## src/bcc_pkg.sv

```systemverilog
// Shared types and constants for the button click classifier.
package bcc_pkg;

  localparam int unsigned TimeW  = 32;
  localparam int unsigned ThreshW = 16;
  localparam int unsigned CountW = 8;
  localparam int unsigned AddrW  = 4;
  localparam int unsigned DataW  = 32;

  localparam logic [1:0] FUNC_POLL    = 2'd0;
  localparam logic [1:0] FUNC_PRESS   = 2'd1;
  localparam logic [1:0] FUNC_RELEASE = 2'd2;

  localparam logic [1:0] REG_DEBOUNCE     = 2'd0;
  localparam logic [1:0] REG_LONG_PRESS   = 2'd1;
  localparam logic [1:0] REG_DOUBLE_CLICK = 2'd2;

  localparam logic [ThreshW-1:0] DEBOUNCE_RST     = 16'd50;
  localparam logic [ThreshW-1:0] LONG_PRESS_RST   = 16'd1000;
  localparam logic [ThreshW-1:0] DOUBLE_CLICK_RST = 16'd300;

  typedef enum logic [1:0] {
    EV_NONE   = 2'd0,
    EV_SINGLE = 2'd1,
    EV_DOUBLE = 2'd2,
    EV_LONG   = 2'd3
  } event_t;

endpackage

```

## src/button_click_classifier.sv

```systemverilog
// Button click classifier: press, release and poll beats to click events.
// Each beat passes an input register and then a result register.
// Throughput: one beat per cycle while m_tready does not stall the result register.
// Backpressure on m_tready stalls the result register and also the input register while that holds a beat.
// Reset clears the stamps, click count and pending event, reloads the thresholds
// (50, 1000, 300) and empties both registers.
module button_click_classifier (
  input  logic                     clk,
  input  logic                     rst,
  input  logic                     s_tvalid,
  output logic                     s_tready,
  input  logic [bcc_pkg::TimeW-1:0] s_tdata,   // [31:0] time_ms
  input  logic [1:0]               s_tuser,   // [1:0] func
  output logic                     m_tvalid,
  input  logic                     m_tready,
  output logic [7:0]               m_tdata,   // [1:0] event_out, [7:2] zero
  input  logic                     psel,
  input  logic                     penable,
  input  logic                     pwrite,
  input  logic [bcc_pkg::AddrW-1:0] paddr,
  input  logic [bcc_pkg::DataW-1:0] pwdata,
  output logic [bcc_pkg::DataW-1:0] prdata,
  output logic                     pready
);
  import bcc_pkg::*;

  logic [ThreshW-1:0] debounce_ms;
  logic [ThreshW-1:0] long_press_ms;
  logic [ThreshW-1:0] double_click_ms;

  logic [TimeW-1:0]  press_stamp, press_stamp_next;
  logic [TimeW-1:0]  release_stamp, release_stamp_next;
  logic [TimeW-1:0]  prior_release_stamp, prior_release_stamp_next;
  logic [CountW-1:0] clicks_seen, clicks_seen_next;
  event_t            pending_event, pending_event_next;

  logic             in_valid;
  logic [1:0]       in_func;
  logic [TimeW-1:0] in_time;
  event_t           out_event, out_event_next;

  logic out_ready;
  logic proc;
  logic cfg_wr;

  logic [TimeW-1:0] held;
  logic [TimeW-1:0] gap;
  logic [TimeW-1:0] since_press;
  logic [TimeW-1:0] deb_w, long_w, dcm_w;
  logic             is_double, is_single;

  assign pready    = 1'b1;
  assign cfg_wr    = psel & penable & pwrite & pready;
  assign out_ready = ~m_tvalid | m_tready;
  assign s_tready  = ~in_valid | out_ready;
  assign proc      = in_valid & out_ready;
  assign m_tdata   = {6'd0, out_event};

  always_comb begin
    unique case (paddr[3:2])
      REG_DEBOUNCE:     prdata = {{(DataW-ThreshW){1'b0}}, debounce_ms};
      REG_LONG_PRESS:   prdata = {{(DataW-ThreshW){1'b0}}, long_press_ms};
      REG_DOUBLE_CLICK: prdata = {{(DataW-ThreshW){1'b0}}, double_click_ms};
      default:          prdata = '0;
    endcase
  end

  always_ff @(posedge clk) begin
    if (rst) begin
      debounce_ms     <= DEBOUNCE_RST;
      long_press_ms   <= LONG_PRESS_RST;
      double_click_ms <= DOUBLE_CLICK_RST;
    end else if (cfg_wr) begin
      unique case (paddr[3:2])
        REG_DEBOUNCE:     debounce_ms     <= pwdata[ThreshW-1:0];
        REG_LONG_PRESS:   long_press_ms   <= pwdata[ThreshW-1:0];
        REG_DOUBLE_CLICK: double_click_ms <= pwdata[ThreshW-1:0];
        default: ;
      endcase
    end
  end

  assign deb_w       = {{(TimeW-ThreshW){1'b0}}, debounce_ms};
  assign long_w      = {{(TimeW-ThreshW){1'b0}}, long_press_ms};
  assign dcm_w       = {{(TimeW-ThreshW){1'b0}}, double_click_ms};
  assign held        = in_time - press_stamp;
  assign gap         = press_stamp - prior_release_stamp;
  assign since_press = in_time - press_stamp;
  assign is_double   = (clicks_seen == CountW'(2)) && (gap > deb_w) && (gap <= dcm_w);
  assign is_single   = (clicks_seen == CountW'(1)) && (since_press > dcm_w);

  always_comb begin
    press_stamp_next         = press_stamp;
    release_stamp_next       = release_stamp;
    prior_release_stamp_next = prior_release_stamp;
    clicks_seen_next         = clicks_seen;
    pending_event_next       = pending_event;
    out_event_next           = EV_NONE;
    case (in_func)
      FUNC_POLL: begin
        if (is_double) begin
          out_event_next   = EV_DOUBLE;
          clicks_seen_next = '0;
        end else if (is_single) begin
          out_event_next   = EV_SINGLE;
          clicks_seen_next = '0;
        end else begin
          out_event_next = pending_event;
        end
        pending_event_next = EV_NONE;
      end
      FUNC_PRESS: begin
        press_stamp_next = in_time;
      end
      FUNC_RELEASE: begin
        if (held > deb_w) begin
          if (held >= long_w) begin
            pending_event_next = EV_LONG;
            clicks_seen_next   = '0;
          end else begin
            clicks_seen_next         = clicks_seen + CountW'(1);
            prior_release_stamp_next = release_stamp;
            release_stamp_next       = in_time;
          end
        end
      end
      default: ;
    endcase
  end

  always_ff @(posedge clk) begin
    if (rst) begin
      in_valid            <= 1'b0;
      m_tvalid            <= 1'b0;
      press_stamp         <= '0;
      release_stamp       <= '0;
      prior_release_stamp <= '0;
      clicks_seen         <= '0;
      pending_event       <= EV_NONE;
    end else begin
      if (s_tready) begin
        in_valid <= s_tvalid;
      end
      if (out_ready) begin
        m_tvalid <= in_valid;
      end
      if (proc) begin
        press_stamp         <= press_stamp_next;
        release_stamp       <= release_stamp_next;
        prior_release_stamp <= prior_release_stamp_next;
        clicks_seen         <= clicks_seen_next;
        pending_event       <= pending_event_next;
      end
    end
  end

  always_ff @(posedge clk) begin
    if (s_tready && s_tvalid) begin
      in_func <= s_tuser;
      in_time <= s_tdata;
    end
    if (proc) begin
      out_event <= out_event_next;
    end
  end

`ifndef SYNTHESIS
  a_poll_clears_pending: assert property (@(posedge clk) disable iff (rst)
    (proc && in_func == FUNC_POLL) |=> pending_event == EV_NONE)
    else $error("pending event survived a poll");

  a_edge_no_event: assert property (@(posedge clk) disable iff (rst)
    (proc && in_func != FUNC_POLL) |=> (m_tvalid && out_event == EV_NONE))
    else $error("edge beat produced an event");

  a_ready_follows_out: assert property (@(posedge clk) disable iff (rst)
    m_tready |-> s_tready)
    else $error("input stalled while output ready");

  a_long_clears_clicks: assert property (@(posedge clk) disable iff (rst)
    (proc && in_func == FUNC_RELEASE && held > deb_w && held >= long_w)
      |=> (clicks_seen == '0 && pending_event == EV_LONG))
    else $error("long press did not clear the click count");
`endif

endmodule

```

## config.mk

```make
export PLATFORM = sky130hd
export DESIGN_NAME = button_click_classifier
export DESIGN_NICKNAME = d
export VERILOG_FILES = /design/src/bcc_pkg.sv /design/src/button_click_classifier.sv
export SDC_FILE = /design/constraint.sdc
export NUM_CORES = 1
export LEC_CHECK = 0
export BUFFER_PORTS_ARGS = -buffer_cell sky130_fd_sc_hd__buf_2
export CAP_MARGIN = 20
export CORE_ASPECT_RATIO = 0.8
export CORE_MARGIN = 8
export CORE_UTILIZATION = 40
export DETAILED_ROUTE_END_ITERATION = 8
export PLACE_DENSITY = 0.62
export REMOVE_ABC_BUFFERS = 1
export SLEW_MARGIN = 20
export SYNTH_ARGS = -nofsm -noshare
export SYNTH_HDL_FRONTEND = slang
export SYNTH_SLANG_ARGS = --single-unit
```

## constraint.sdc

```tcl
create_clock -name clk -period 9.5 [get_ports clk]
set_input_delay 0.475 -clock clk [delete_from_list [all_inputs] [get_ports clk]]
set_output_delay 0.475 -clock clk [all_outputs]
set_load 0.01 [all_outputs]
```

Yosys cells after proc, flatten, opt, wreduce, memory -nomap -nowiden
Cells that the tools add are included.

Multiplexer cells: 11. Add/subtract/negate cells: 3. Bitwise gates (word level): 9. Equality and inequality tests: 9. Order comparisons: 5. Reductions and logical operators: 15.

Operators with widths (count): > comparator 32 x 16 -> 1 bit (3); subtractor 32 bit (2); case mux 16 bit (3 select lines) (1); greater-or-equal comparator 32 x 16 -> 1 bit (1); less-or-equal comparator 32 x 16 -> 1 bit (1); two-way mux 8 bit (4); case mux 8 bit (2 select lines) (1); AND reduction 4 bit (3); adder 8 x 1 -> 8 bit, second input constant (1); == test 8 x 1 -> 1 bit, second input constant (1); == test 8 x 2 -> 1 bit, second input constant (1); two-way mux 2 bit (4); AND reduction 2 bit (4); == test 2 x 1 -> 1 bit, second input constant (2); == test 2 bit, second input constant (2); logical AND 1 bit (4); logical NOT 2 bit (2); inequality test 2 bit, second input constant (2); NOT 1 bit (4); case mux 2 bit (2 select lines) (1); bitwise AND 1 bit (3); inequality test 3 bit, second input constant (1); bitwise OR 1 bit (2); nonzero test 2 bit (1); OR reduction 2 bit (1).

Logic and storage cells: 66. Flip-flop bits (word level): 192. Input port bits: 77. Output and inout bits: 43.

Logic depth before layout (Yosys ltp)
Gate-level depths: netlist of the first run.

Depth after elaboration: 6. Mapped depth: 21. Gate-level depth less buffers: 21.

Worst setup path after synthesis of the first run
Ideal clock, no wire load.

Kind: register -> register. Start point: register press_stamp[0]. End point: register clicks_seen[0]. Data required time: 9386 ps. Library setup time: 114 ps. Data arrival time: 4138 ps. Setup slack: 5248 ps. Buffers on the path: 0. Period minus slack after synthesis: 4252 ps. Cell stages (with the launch flop): 22. Path through: dfxtp_1 inv_1 ha_1 fa_1 inv_1 a21o_1 a221o_1 a21oi_1 o21ai_0 xor2_1 ha_1 a21oi_1 nand2_1 a221o_1 a211o_1 a221oi_1 nand4_1 nor4_1 nand4_1 o22a_1 o211a_1 a21o_1.

Longest elaborated chain between the ends: 6. Elaborated cells on any way between the ends: 17. Classes of those cells: 2 x add/sub; 5 x order compare; 2 x eq/ne; 4 x mux; 4 x reduce/logical.

Ends and longest elaborated chain: from (decl) (RTL line button_click_classifier.sv:31) `logic [TimeW-1:0] press_stamp, press_stamp_next;`; from (signal assigned) (RTL line button_click_classifier.sv:148) `press_stamp <= press_stamp_next;`; subtractor 32 bit (RTL line button_click_classifier.sv:87) `assign gap = press_stamp - prior_release_stamp;`; > comparator 32 x 16 -> 1 bit (RTL line button_click_classifier.sv:89) `assign is_double = (clicks_seen == CountW'(2)) && (gap > deb_w) && (gap <= dcm_w);`; logical AND 1 bit (2 in series) (RTL line button_click_classifier.sv:89); inequality test 3 bit (no line) / two-way mux 8 bit (equally long branches); AND reduction 4 bit (no line) / case mux 8 bit (2 select lines) (equally long branches); to (signal assigned) (RTL line button_click_classifier.sv:151) `clicks_seen <= clicks_seen_next;`; to (decl) (RTL line button_click_classifier.sv:34) `logic [CountW-1:0] clicks_seen, clicks_seen_next;`.

Several ways; a longest one is shown, not always the timed one. The select of a mux whose other input is x is not followed. A chain may end at the register's enable or synchronous reset.

Final worst setup path of the first run
Start point: register in_time[3]. End point: register clicks_seen[2].

Longest elaborated chain between the ends: 5. Elaborated cells on any way between the ends: 11. Classes of those cells: 1 x add/sub; 3 x order compare; 2 x eq/ne; 3 x mux; 2 x reduce/logical.

Ends and longest elaborated chain: from (decl) (RTL line button_click_classifier.sv:39) `logic [TimeW-1:0] in_time;`; from (signal assigned) (RTL line button_click_classifier.sv:160) `in_time <= s_tdata;`; subtractor 32 bit * (RTL line button_click_classifier.sv:86, button_click_classifier.sv:88); greater-or-equal comparator 32 x 16 -> 1 bit / > comparator 32 x 16 -> 1 bit (equally long branches) (RTL line button_click_classifier.sv:117, button_click_classifier.sv:90); two-way mux 8 bit / logical AND 1 bit (equally long branches) (RTL line button_click_classifier.sv:117, button_click_classifier.sv:90); two-way mux 8 bit / inequality test 3 bit (equally long branches); case mux 8 bit (2 select lines) / AND reduction 4 bit (equally long branches).

Mark *: on every way between the ends. The rest lies on a longest branch, timed or not. The select of a mux whose other input is x is not followed.

==> flow_summary.toml, run 1 <==
[timing]
slew_headroom_pct = 30.4
fin_crit_ns = 5.98
setup-tns-final_ns = 0
timing.fmax_mhz = 167
hold_viol = 0
setup_viol = 0
fin_crit_sh_pct = 62.9
fin_worst_skew_ns = 0.0199
slew_violations = 0
rsz0062_at_grt = "no"
tightest_slew_ns = 1.04
hold_ws_ns = 0.172

[grt]
grt_pass1_vias = 11199
grt_overflow = 0
grt_pass1_wl_mm = 60.3
grt_max_degree = 80
grt_use_total_pct = 19.4
antenna_found_initial = 0

[drt]
ant_nets = 0
drt-initial-drc-count = 863
viasPerCell = 5.54
wl_mm = 38.0
drtPass1Iterations = 5
drc_errors = 0
post_drt_wl_per_cell_um = 17.4
vias = 12104

[worst_hold_path]
hold_class = "input pin to flop"
hold_start = "s_tdata[1]"

[finish]
fin_cells = 2186
nNetsFinal = 1970
drive_above_1_share_pct = 7.96
synthToLayoutAreaGrowth_pct = 9.02
nFillCells = 3284
diodes = 0

[clocking]
numCtsBuffers = 17
cts.clk_slew.worst_paths_ns = 0.08
ctsResizeCount = 0
cts_htree_levels = 4
cts_tree = "done"
numClockSinks = 191
clockRootBuffer = "clkbuf_16"
hold_buffers = 0
clkLatencyLatePin_ns = 0.47
cts.path.max_buffers = 2
postCtsSetupBuffers = 0

[floorplan]
die_x_um = 220
start_util_pct = 40.7
core_area_mm2 = 0.0326
die_area_mm2 = 0.0393
die_h_um = 179
rows = 59
ioPinCount = 120

[logic_synthesis]
synth_top_family_by_area = "compound AO/OA/AOI/OAI gates"
synth_common_cells = "nand2_1 (312), a21oi_1 (236), dfxtp_1 (155), ha_1 (145), inv_1 (132)"
synth_xor_area_share_pct = 2.44
synth_fa_ha_area_share_pct = 14.0
synth.area.mux_share_pct = 1.53
ys_ff_latch = 191
synth_top_area_cell = "dfxtp_1"
synth.most_common_cell = "nand2_1"
async_reset_ff_share_pct = 0
synth.top_cell.area_share_pct = 23.4
synthCells = 1719
syn_avg_cell_area_um2 = 7.72
ys.flop_type = "dfxtp_1"
synth-compound-area-share_pct = 22.4
yosys.area_share.simple_pct = 20.7
yosysWarningCount = 0
synth_cell_types = 79
synth-edff-count = 36
syn_area_mm2 = 0.0133
netlist_top_cells_area = "dfxtp_1 (23%), ha_1 (14%), a21oi_1 (8.9%)"
yosysSeqAreaShare_pct = 31.5

[worst_setup_path]
cp-start-kind = "flop"
crit_arrival_ns = 6.37
required_ns = 9.90
criticalPathCategory = "flop to flop"
r2r_slack_ns = 3.52
reg2reg_from = "in_time[3]"
end_kind = "flop"
crit_path_start = "in_time[3]"
cp_max_fo = 79

[outcome]
status = "complete, no violations"

[place]
port_buffers = 78
hpwl_mm = 29.6
place.gp.congestion = 0.933
dpl.cell_count = 2154

[pwr]
p_total_mw = 2.03
powerDensity_mw_per_mm2 = 141
vdd_drop_max_mv = 0.132
leakage_nw = 5.82

[run]
drv_cap = 0
## per-layer routing
metal / up-vias / routed length, µm / global-route usage (%)
met2: 337 / 15500 / 27.8
met5: - / 0 / 0
met1: 5687 / 19600 / 29.1
li1: 6048 / - / -
met3: 32 / 2370 / 3.44
met4: 0 / 620 / 5.24
## registers in the layout, indices dropped and copies added, names as in the netlist
| name | count |
|---|---|
| out_event | 2 |
| prior_release_stamp | 32 |
| long_press_ms | 16 |
| pending_event | 1 |
| double_click_ms | 16 |
| in_valid | 1 |
| m_tvalid | 1 |
| press_stamp | 32 |
| clicks_seen | 8 |
| in_func | 2 |
| release_stamp | 32 |
| debounce_ms | 16 |
| in_time | 32 |
## layout by cell type (no fill, tap or decap), types with 10 or more instances in the layout
cell       synthesis  final
a31oi_1           13     13
nand3_1           39     38
edfxtp_1          36     36
inv_1            132    132
buf_2             10     77
xnor2_1           20     20
o21ai_0           64     64
and2_1            13     12
nand2b_1          15     15
nor2_1           112    112
o21a_1            10     10
a21o_1            35     35
ha_1             145    145
clkbuf_16          0     17
nand2_1          312    312
dfxtp_1          155    155
nor3_1            22     21
nand4_1           33     33
mux2i_1           18     18
o211ai_1          34     34
nor2b_1           12     12
conb_1             2     23
xor2_1            17     17
a21oi_1          236    236
## stage by stage
| stage | instance area (µm²) | worst slack, ns | util (%) |
|---|---|---|---|
| finish | 14500 | 3.52 | 44.4 |
| global route | 14500 | 3.05 | 44.4 |
| CTS | 14500 | 3.53 | 44.4 |
| detailed placement | 13900 | 3.59 | 42.6 |
| global placement | 13900 | 3.62 | 42.6 |
| floorplan | 12900 | 3.61 | - |
## path summary, 6_finish.rpt
path	endpoint	cells past startpoint
setup / recovery	clicks_seen[2]	17
hold / removal	in_time[1]	1
setup reg to reg	clicks_seen[2]	17
hold reg to reg	release_stamp[17]	2
## cell type report
class / instances / area (µm²) / area share [%]
Sequential cell: 191 / 4180 / 28.9
Multi-Input combinational cell: 1320 / 8210 / 56.8
Timing Repair Buffer: 84 / 438 / 3.03
Tap cell: 427 / 534 / 3.69
Clock buffer: 17 / 425 / 2.94
Inverter: 132 / 495 / 3.43
Clock inverter: 15 / 173 / 1.19
## cell families (layout without fill, tap and decap cells)
logic type	after synthesis	in the layout
buffers and inverters	229	248
XOR/XNOR	37	37
other	2	23
multiplexers	20	20
flip-flops	191	191
AND/OR/NAND/NOR	610	610
adder cells (fa/ha/maj)	147	147
AO/OA/AOI/OAI	483	483
## critical path: stages (launching register included)
cell and delay [ns]:
edfxtp_1 0.44, ha_1 0.39, o211ai_1 0.11, a21oi_1 0.52
o21ai_0 0.20, nand2_1 0.12, xor2_1 0.42, ha_1 0.35
a21o_1 0.19, a211o_1 0.32, a311oi_1 0.39, o21a_1 0.28
nand4_1 0.17, nor4_4 0.80, buf_4 0.70, and2_1 0.31
nand3b_1 0.09, nand3_1 0.08
## where the power goes
part | switching (mW) | leakage [nW] | internal (mW)
clock network | 0.357 | 0.286 | 0.374
registers | 0.0147 | 1.60 | 0.842
logic | 0.271 | 3.93 | 0.173
No activity file was read; power rests on OpenSTA's default activity.
==> run 2, diff against run 1 <==
- PLACE_DENSITY: 0.62 -> 0.65
- clock period: 9.5 -> 5.3 ns (I/O delays scaled with it)
==> run 2 against run 1 <==
Against the previous run: non-clock buffer count is 39 higher; total power is 81% higher; largest cell class unchanged; worst hold slack worse by 0.14 ns; flip-flop and latch count is the same; register-to-register slack worse by 3.2 ns.
==> flow_summary.toml, run 2 (synthesis results as in run 1) <==
[drt]
vias = 12192
ant_nets = 0
drt-initial-drc-count = 857
wl_mm = 38.1
post_drt_wl_per_cell_um = 17.1
drc_errors = 0
viasPerCell = 5.48
drtPass1Iterations = 5

[worst_setup_path]
crit_arrival_ns = 5.38
cp_max_fo = 82
r2r_slack_ns = 0.32
worstReg2RegEnd = "clicks_seen[2]"
r2r_cells = 19
reg2reg_from = "in_time[0]"
path_delay_family = "compound AO/OA/AOI/OAI gates"
required_ns = 5.70
worst_path_largest_cell_delay_ns = 0.42
crit_slowest_cell = "edfxtp_1"
criticalPathCategory = "flop to flop"
end_kind = "flop"
cp-start-kind = "flop"
worstPathBufferInverterCount = 3
path_cells = "inv_1, ha_1, inv_1, fa_1, a21o_1, a221oi_2, o21ai_1, xor2_1, ha_1, a21o_1, a211o_1, a311oi_1, o21a_1, nand4_1, nor4_4, buf_12, and2_1, nand3b_1, nand3_1"

[clocking]
cts.clk_slew.worst_paths_ns = 0.07
numClockSinks = 191
ctsResizeCount = 0
postCtsSetupBuffers = 0
cts.path.max_buffers = 2
cts_htree_levels = 4
clockRootBuffer = "clkbuf_16"
clkLatencyLatePin_ns = 0.47
cts_tree = "done"
numCtsBuffers = 17

[finish]
final_cell_mix = "nand2_1 (312), a21oi_1 (236), dfxtp_1 (155), ha_1 (145), inv_1 (132)"
diodes = 0
nFillCells = 3248
synthToLayoutAreaGrowth_pct = 11.9
final_common_cell = "nand2_1"
nNetsFinal = 2009
drive_above_1_share_pct = 7.90
fin_cells = 2225

[place]
hpwl_mm = 29.7
place.gp.congestion = 0.942
dpl.cell_count = 2159
port_buffers = 78

[grt]
grt_use_total_pct = 19.1
grt_max_degree = 83
grt_pass1_wl_mm = 60.0
grt_pass1_vias = 11393
grt_overflow = 0
antenna_found_initial = 0

[timing]
hold_viol = 0
slew_headroom_pct = 39.9
rsz0062_at_grt = "no"
fin_worst_skew_ns = 0.0217
setup_viol = 0
hold_ws_ns = 0.0333
fin_crit_sh_pct = 93.9
slew_violations = 0
tightest_slew_ns = 0.894
timing.fmax_mhz = 201
setup-tns-final_ns = 0
fin_crit_ns = 4.98

[floorplan]
die_h_um = 179
die_area_mm2 = 0.0393
start_util_pct = 40.7
rows = 59
core_area_mm2 = 0.0326
die_x_um = 220
ioPinCount = 120

[worst_hold_path]
hold_class = "input pin to flop"
whs_endpoint = "in_valid"
hold_start = "s_tvalid"
hold_depth = 3

[pwr]
powerDensity_mw_per_mm2 = 247
leakage_nw = 5.99
vdd_drop_max_mv = 0.205

[outcome]
status = "complete, no violations"

[run]
drv_cap = 0
run 2: worst register-to-register path: stages (launching register included):
cell and delay (ns):
edfxtp_1 0.42, inv_1 0.08, ha_1 0.17, inv_1 0.06, fa_1 0.40, a21o_1 0.22
a221oi_2 0.41, o21ai_1 0.28, xor2_1 0.29, ha_1 0.29, a21o_1 0.16, a211o_1 0.32
a311oi_1 0.35, o21a_1 0.29, nand4_1 0.18, nor4_4 0.25, buf_12 0.31, and2_1 0.27
nand3b_1 0.10, nand3_1 0.08
run 2: worst max-delay path by stage:
stage / start / endpoint / slack, ns / cells after the start
global route: in_time[0] / clicks_seen[2] / 0.06 / 19
CTS: in_time[0] / clicks_seen[2] / 0.34 / 19
detailed placement: in_time[0] / clicks_seen[2] / 0.38 / 19
floorplan: in_time[0] / clicks_seen[2] / -0.59 / 19
global placement: in_time[0] / clicks_seen[2] / 0.49 / 19
finish: in_time[0] / clicks_seen[2] / 0.32 / 19
run 2: where the power goes:
part	total (mW)	leakage [nW]	internal (mW)	switching, mW
logic	0.816	4.10	0.328	0.489
registers	1.53	1.60	1.51	0.0264
clock network	1.32	0.286	0.693	0.624
total	3.67	5.99	2.53	1.14
run 2: layout make-up:
| cell class | instances | area, µm² | area share, % |
|---|---|---|---|
| clock buffers | 19 | 454 | 3.06 |
| clock inverters | 13 | 145 | 0.978 |
| inverters | 132 | 495 | 3.34 |
| multi-input cells | 1320 | 8200 | 55.3 |
| flip-flops and latches | 191 | 4180 | 28.2 |
| well taps | 427 | 534 | 3.60 |
| repair buffers | 123 | 828 | 5.58 |
run 2: per-stage QoR:
stage / worst slack, ns / instance area [µm²] / util [%] / power [mW]
after floorplan: -0.593 / 12900 / - / 2.11
after global placement: 0.494 / 13900 / 42.7 / 2.33
after detailed placement: 0.380 / 13900 / 42.7 / 2.35
after CTS: 0.337 / 14800 / 45.6 / 3.69
after global routing: 0.0551 / 14800 / 45.6 / 3.85
final: 0.324 / 14800 / 45.6 / 3.67
run 2: what timing repair did:
item	4_1_cts	5_1_grt
endpoints found under the setup margin	0	0
hold buffers	34	0
hold endpoints to repair	34	0
run 2: per-layer routing:
layer	vias to the layer above	routed length, µm	GRT usage [%]
met2	382	15500	27.8
met1	5630	19400	28.0
met5	-	0	0.384
met4	0	761	6.01
li1	6135	-	-
met3	45	2400	3.66
==> run 3, diff against run 2 <==
- ABC_AREA: unset -> 1
- PLACE_DENSITY: 0.65 -> 0.64
==> run 3 against run 2 <==
Against the previous run: non-clock buffer count fell by 1; global-route usage hardly changed; routed wire length up 4.0%; die area increased by 5.9%; sequential share of layout area shrank 1.6 points; core utilization down 0.38 points; sequential power barely moved; setup slack improved by 0.54 ns; critical path depth is 12 higher; via count rose by 9.3%.
==> flow_summary.toml, run 3 <==
[finish]
drive_above_1_share_pct = 6.05
diodes = 0
fin_cells = 2752
final_common_cell = "nand2_1"
nNetsFinal = 2491
seq_area_mm2 = 0.00418
nFillCells = 3780
final_cell_mix = "nand2_1 (603), inv_1 (381), nor2_1 (271), dfxtp_1 (155), ha_1 (145)"
synthToLayoutAreaGrowth_pct = 11.4
multi_input_area_mm2 = 0.00811

[drt]
vias = 13322
wl_mm = 39.6
drt-initial-drc-count = 955
viasPerCell = 4.84
drtPass1Iterations = 7
drc_errors = 0
post_drt_wl_per_cell_um = 14.4
ant_nets = 0

[worst_setup_path]
criticalPathCategory = "flop to flop"
r2r_slack_ns = 0.86
cp_max_fo = 15
cp_common_cell = "nand2_1"
cp-start-kind = "flop"
end_kind = "flop"
required_ns = 5.69
worstPathBufferInverterCount = 2
crit_arrival_ns = 4.82
worst_path_largest_cell_delay_ns = 0.41
path_delay_family = "simple AND/OR/NAND/NOR gates"
crit_slowest_cell = "fa_1"

[logic_synthesis]
synth_common_cells = "nand2_1 (603), inv_1 (381), nor2_1 (271), dfxtp_1 (155), ha_1 (145)"
synthCells = 2174
synth_top_area_cell = "dfxtp_1"
ys.flop_type = "dfxtp_1"
syn_area_mm2 = 0.0141
yosysWarningCount = 0
synth_cell_types = 40
synth-edff-count = 36
synth.most_common_cell = "nand2_1"
netlist_top_cells_area = "dfxtp_1 (22%), nand2_1 (16%), ha_1 (13%)"
syn_avg_cell_area_um2 = 6.50
yosysSeqAreaShare_pct = 29.6
ys_ff_latch = 191
synth.top_cell.area_share_pct = 22.0
async_reset_ff_share_pct = 0

[outcome]
status = "complete, no violations"

[grt]
grt_use_total_pct = 19.1
grt_pass1_vias = 12546
grt_max_degree = 96
grt_pass1_wl_mm = 63.4
grt_overflow = 0
antenna_found_initial = 0

[timing]
fin_crit_sh_pct = 83.7
hold_viol = 0
tightest_slew_ns = 0.921
rsz0062_at_grt = "no"
slew_headroom_pct = 38.4
hold_ws_ns = 0.0526
fin_worst_skew_ns = 0.0163
fin_crit_ns = 4.44
slew_violations = 0
timing.fmax_mhz = 225
setup_viol = 0
setup-tns-final_ns = 0
fin_ws_ns = 0.864

[clocking]
postCtsSetupBuffers = 0
numClockSinks = 191
cts.path.max_buffers = 2
numCtsBuffers = 17
clockRootBuffer = "clkbuf_16"
cts_tree = "done"
clkLatencyLatePin_ns = 0.46
ctsResizeCount = 0
cts.clk_slew.worst_paths_ns = 0.07
cts_htree_levels = 4

[floorplan]
core_area_mm2 = 0.0348
die_area_mm2 = 0.0416
die_h_um = 184
die_x_um = 226
rows = 61
ioPinCount = 120
start_util_pct = 40.6

[place]
place.gp.congestion = 0.951
pre_cts_ws_ns = 0.899
dpl.cell_count = 2685
hpwl_mm = 31.9
port_buffers = 78

[pwr]
vdd_drop_max_mv = 0.221
power.internal_mw = 2.62
p_comb_share_pct = 29.4
power_switching_mw = 1.39
p_total_mw = 4.01
switching_share_pct = 34.7
pwr-share-clk_pct = 32.0
powerDensity_mw_per_mm2 = 255
leakage_nw = 7.97
pwr-share-seq_pct = 38.6

[run]
drv_cap = 0

[worst_hold_path]
hold_class = "input pin to flop"
## run 3: metrics by stage
| stage | utilization [%] | area [µm²] |
|---|---|---|
| finish | 45.2 | 15700 |
| global route | 45.2 | 15700 |
| CTS | 45.2 | 15700 |
| detailed placement | 42.6 | 14800 |
| global placement | 42.6 | 14800 |
| floorplan | - | 13800 |
## run 3: cell families after synthesis
| kind of cell | share of synthesized area, % |
|---|---|
| and+or+nand+nor | 29.1 |
| buffers and inverters | 13.5 |
| AOI/OAI and AO/OA | 12.5 |
| DFF | 29.6 |
| adders and majority gates | 13.1 |
| xor gates and xnor gates | 2.11 |
| other | 0.0532 |
## run 3: cell type report
type,instances,share of cell area (%)
inverter,390,9.33
clock inverter,11,0.684
multi-input combinational,1545,51.5
sequential,191,26.6
clock buffer,21,2.93
tap,472,3.75
timing repair buffer,122,5.22
## run 3: worst reg2reg max path, delay by kind of cell (launching register included)
kind	cells	cell delay [ns]
buf+inv	2	0.12
flops	1	0.35
xor+xnor	1	0.29
fa+ha+maj	3	0.79
simple gates	25	2.83
## run 3: path summary, 6_finish.rpt
kind	start	to	depth (start not counted)
setup / recovery	press_stamp[0]	clicks_seen[6]	31
hold reg to reg	pending_event[0]	pending_event[0]	2
hold / removal	pwdata[6]	long_press_ms[6]	3
setup reg to reg	press_stamp[0]	clicks_seen[6]	31
## run 3: metal layers
| layer | up-vias | track usage (%) | part of all wire (%) |
|---|---|---|---|
| met2 | 231 | 30.0 | 43 |
| met3 | 41 | 2.82 | 3.8 |
| li1 | 6999 | - | - |
| met5 | - | 0 | 0 |
| met4 | 0 | 4.95 | 1.6 |
| met1 | 6051 | 27.0 | 51 |
## run 3: power groups by stage
| stage | clock [mW] | combinational (mW) | sequential (mW) |
|---|---|---|---|
| floorplan | 0 | 0.851 | 1.57 |
| global placement | 0 | 1.13 | 1.58 |
| detailed placement | 0 | 1.16 | 1.58 |
| CTS | 1.32 | 1.18 | 1.55 |
| global route | 1.36 | 1.37 | 1.55 |
| finish | 1.28 | 1.18 | 1.55 |
## run 3: what timing repair did
action / CTS / global route
hold buffers: 35 / 0
endpoints found under the hold margin: 35 / 0
setup endpoints to repair: 0 / 0
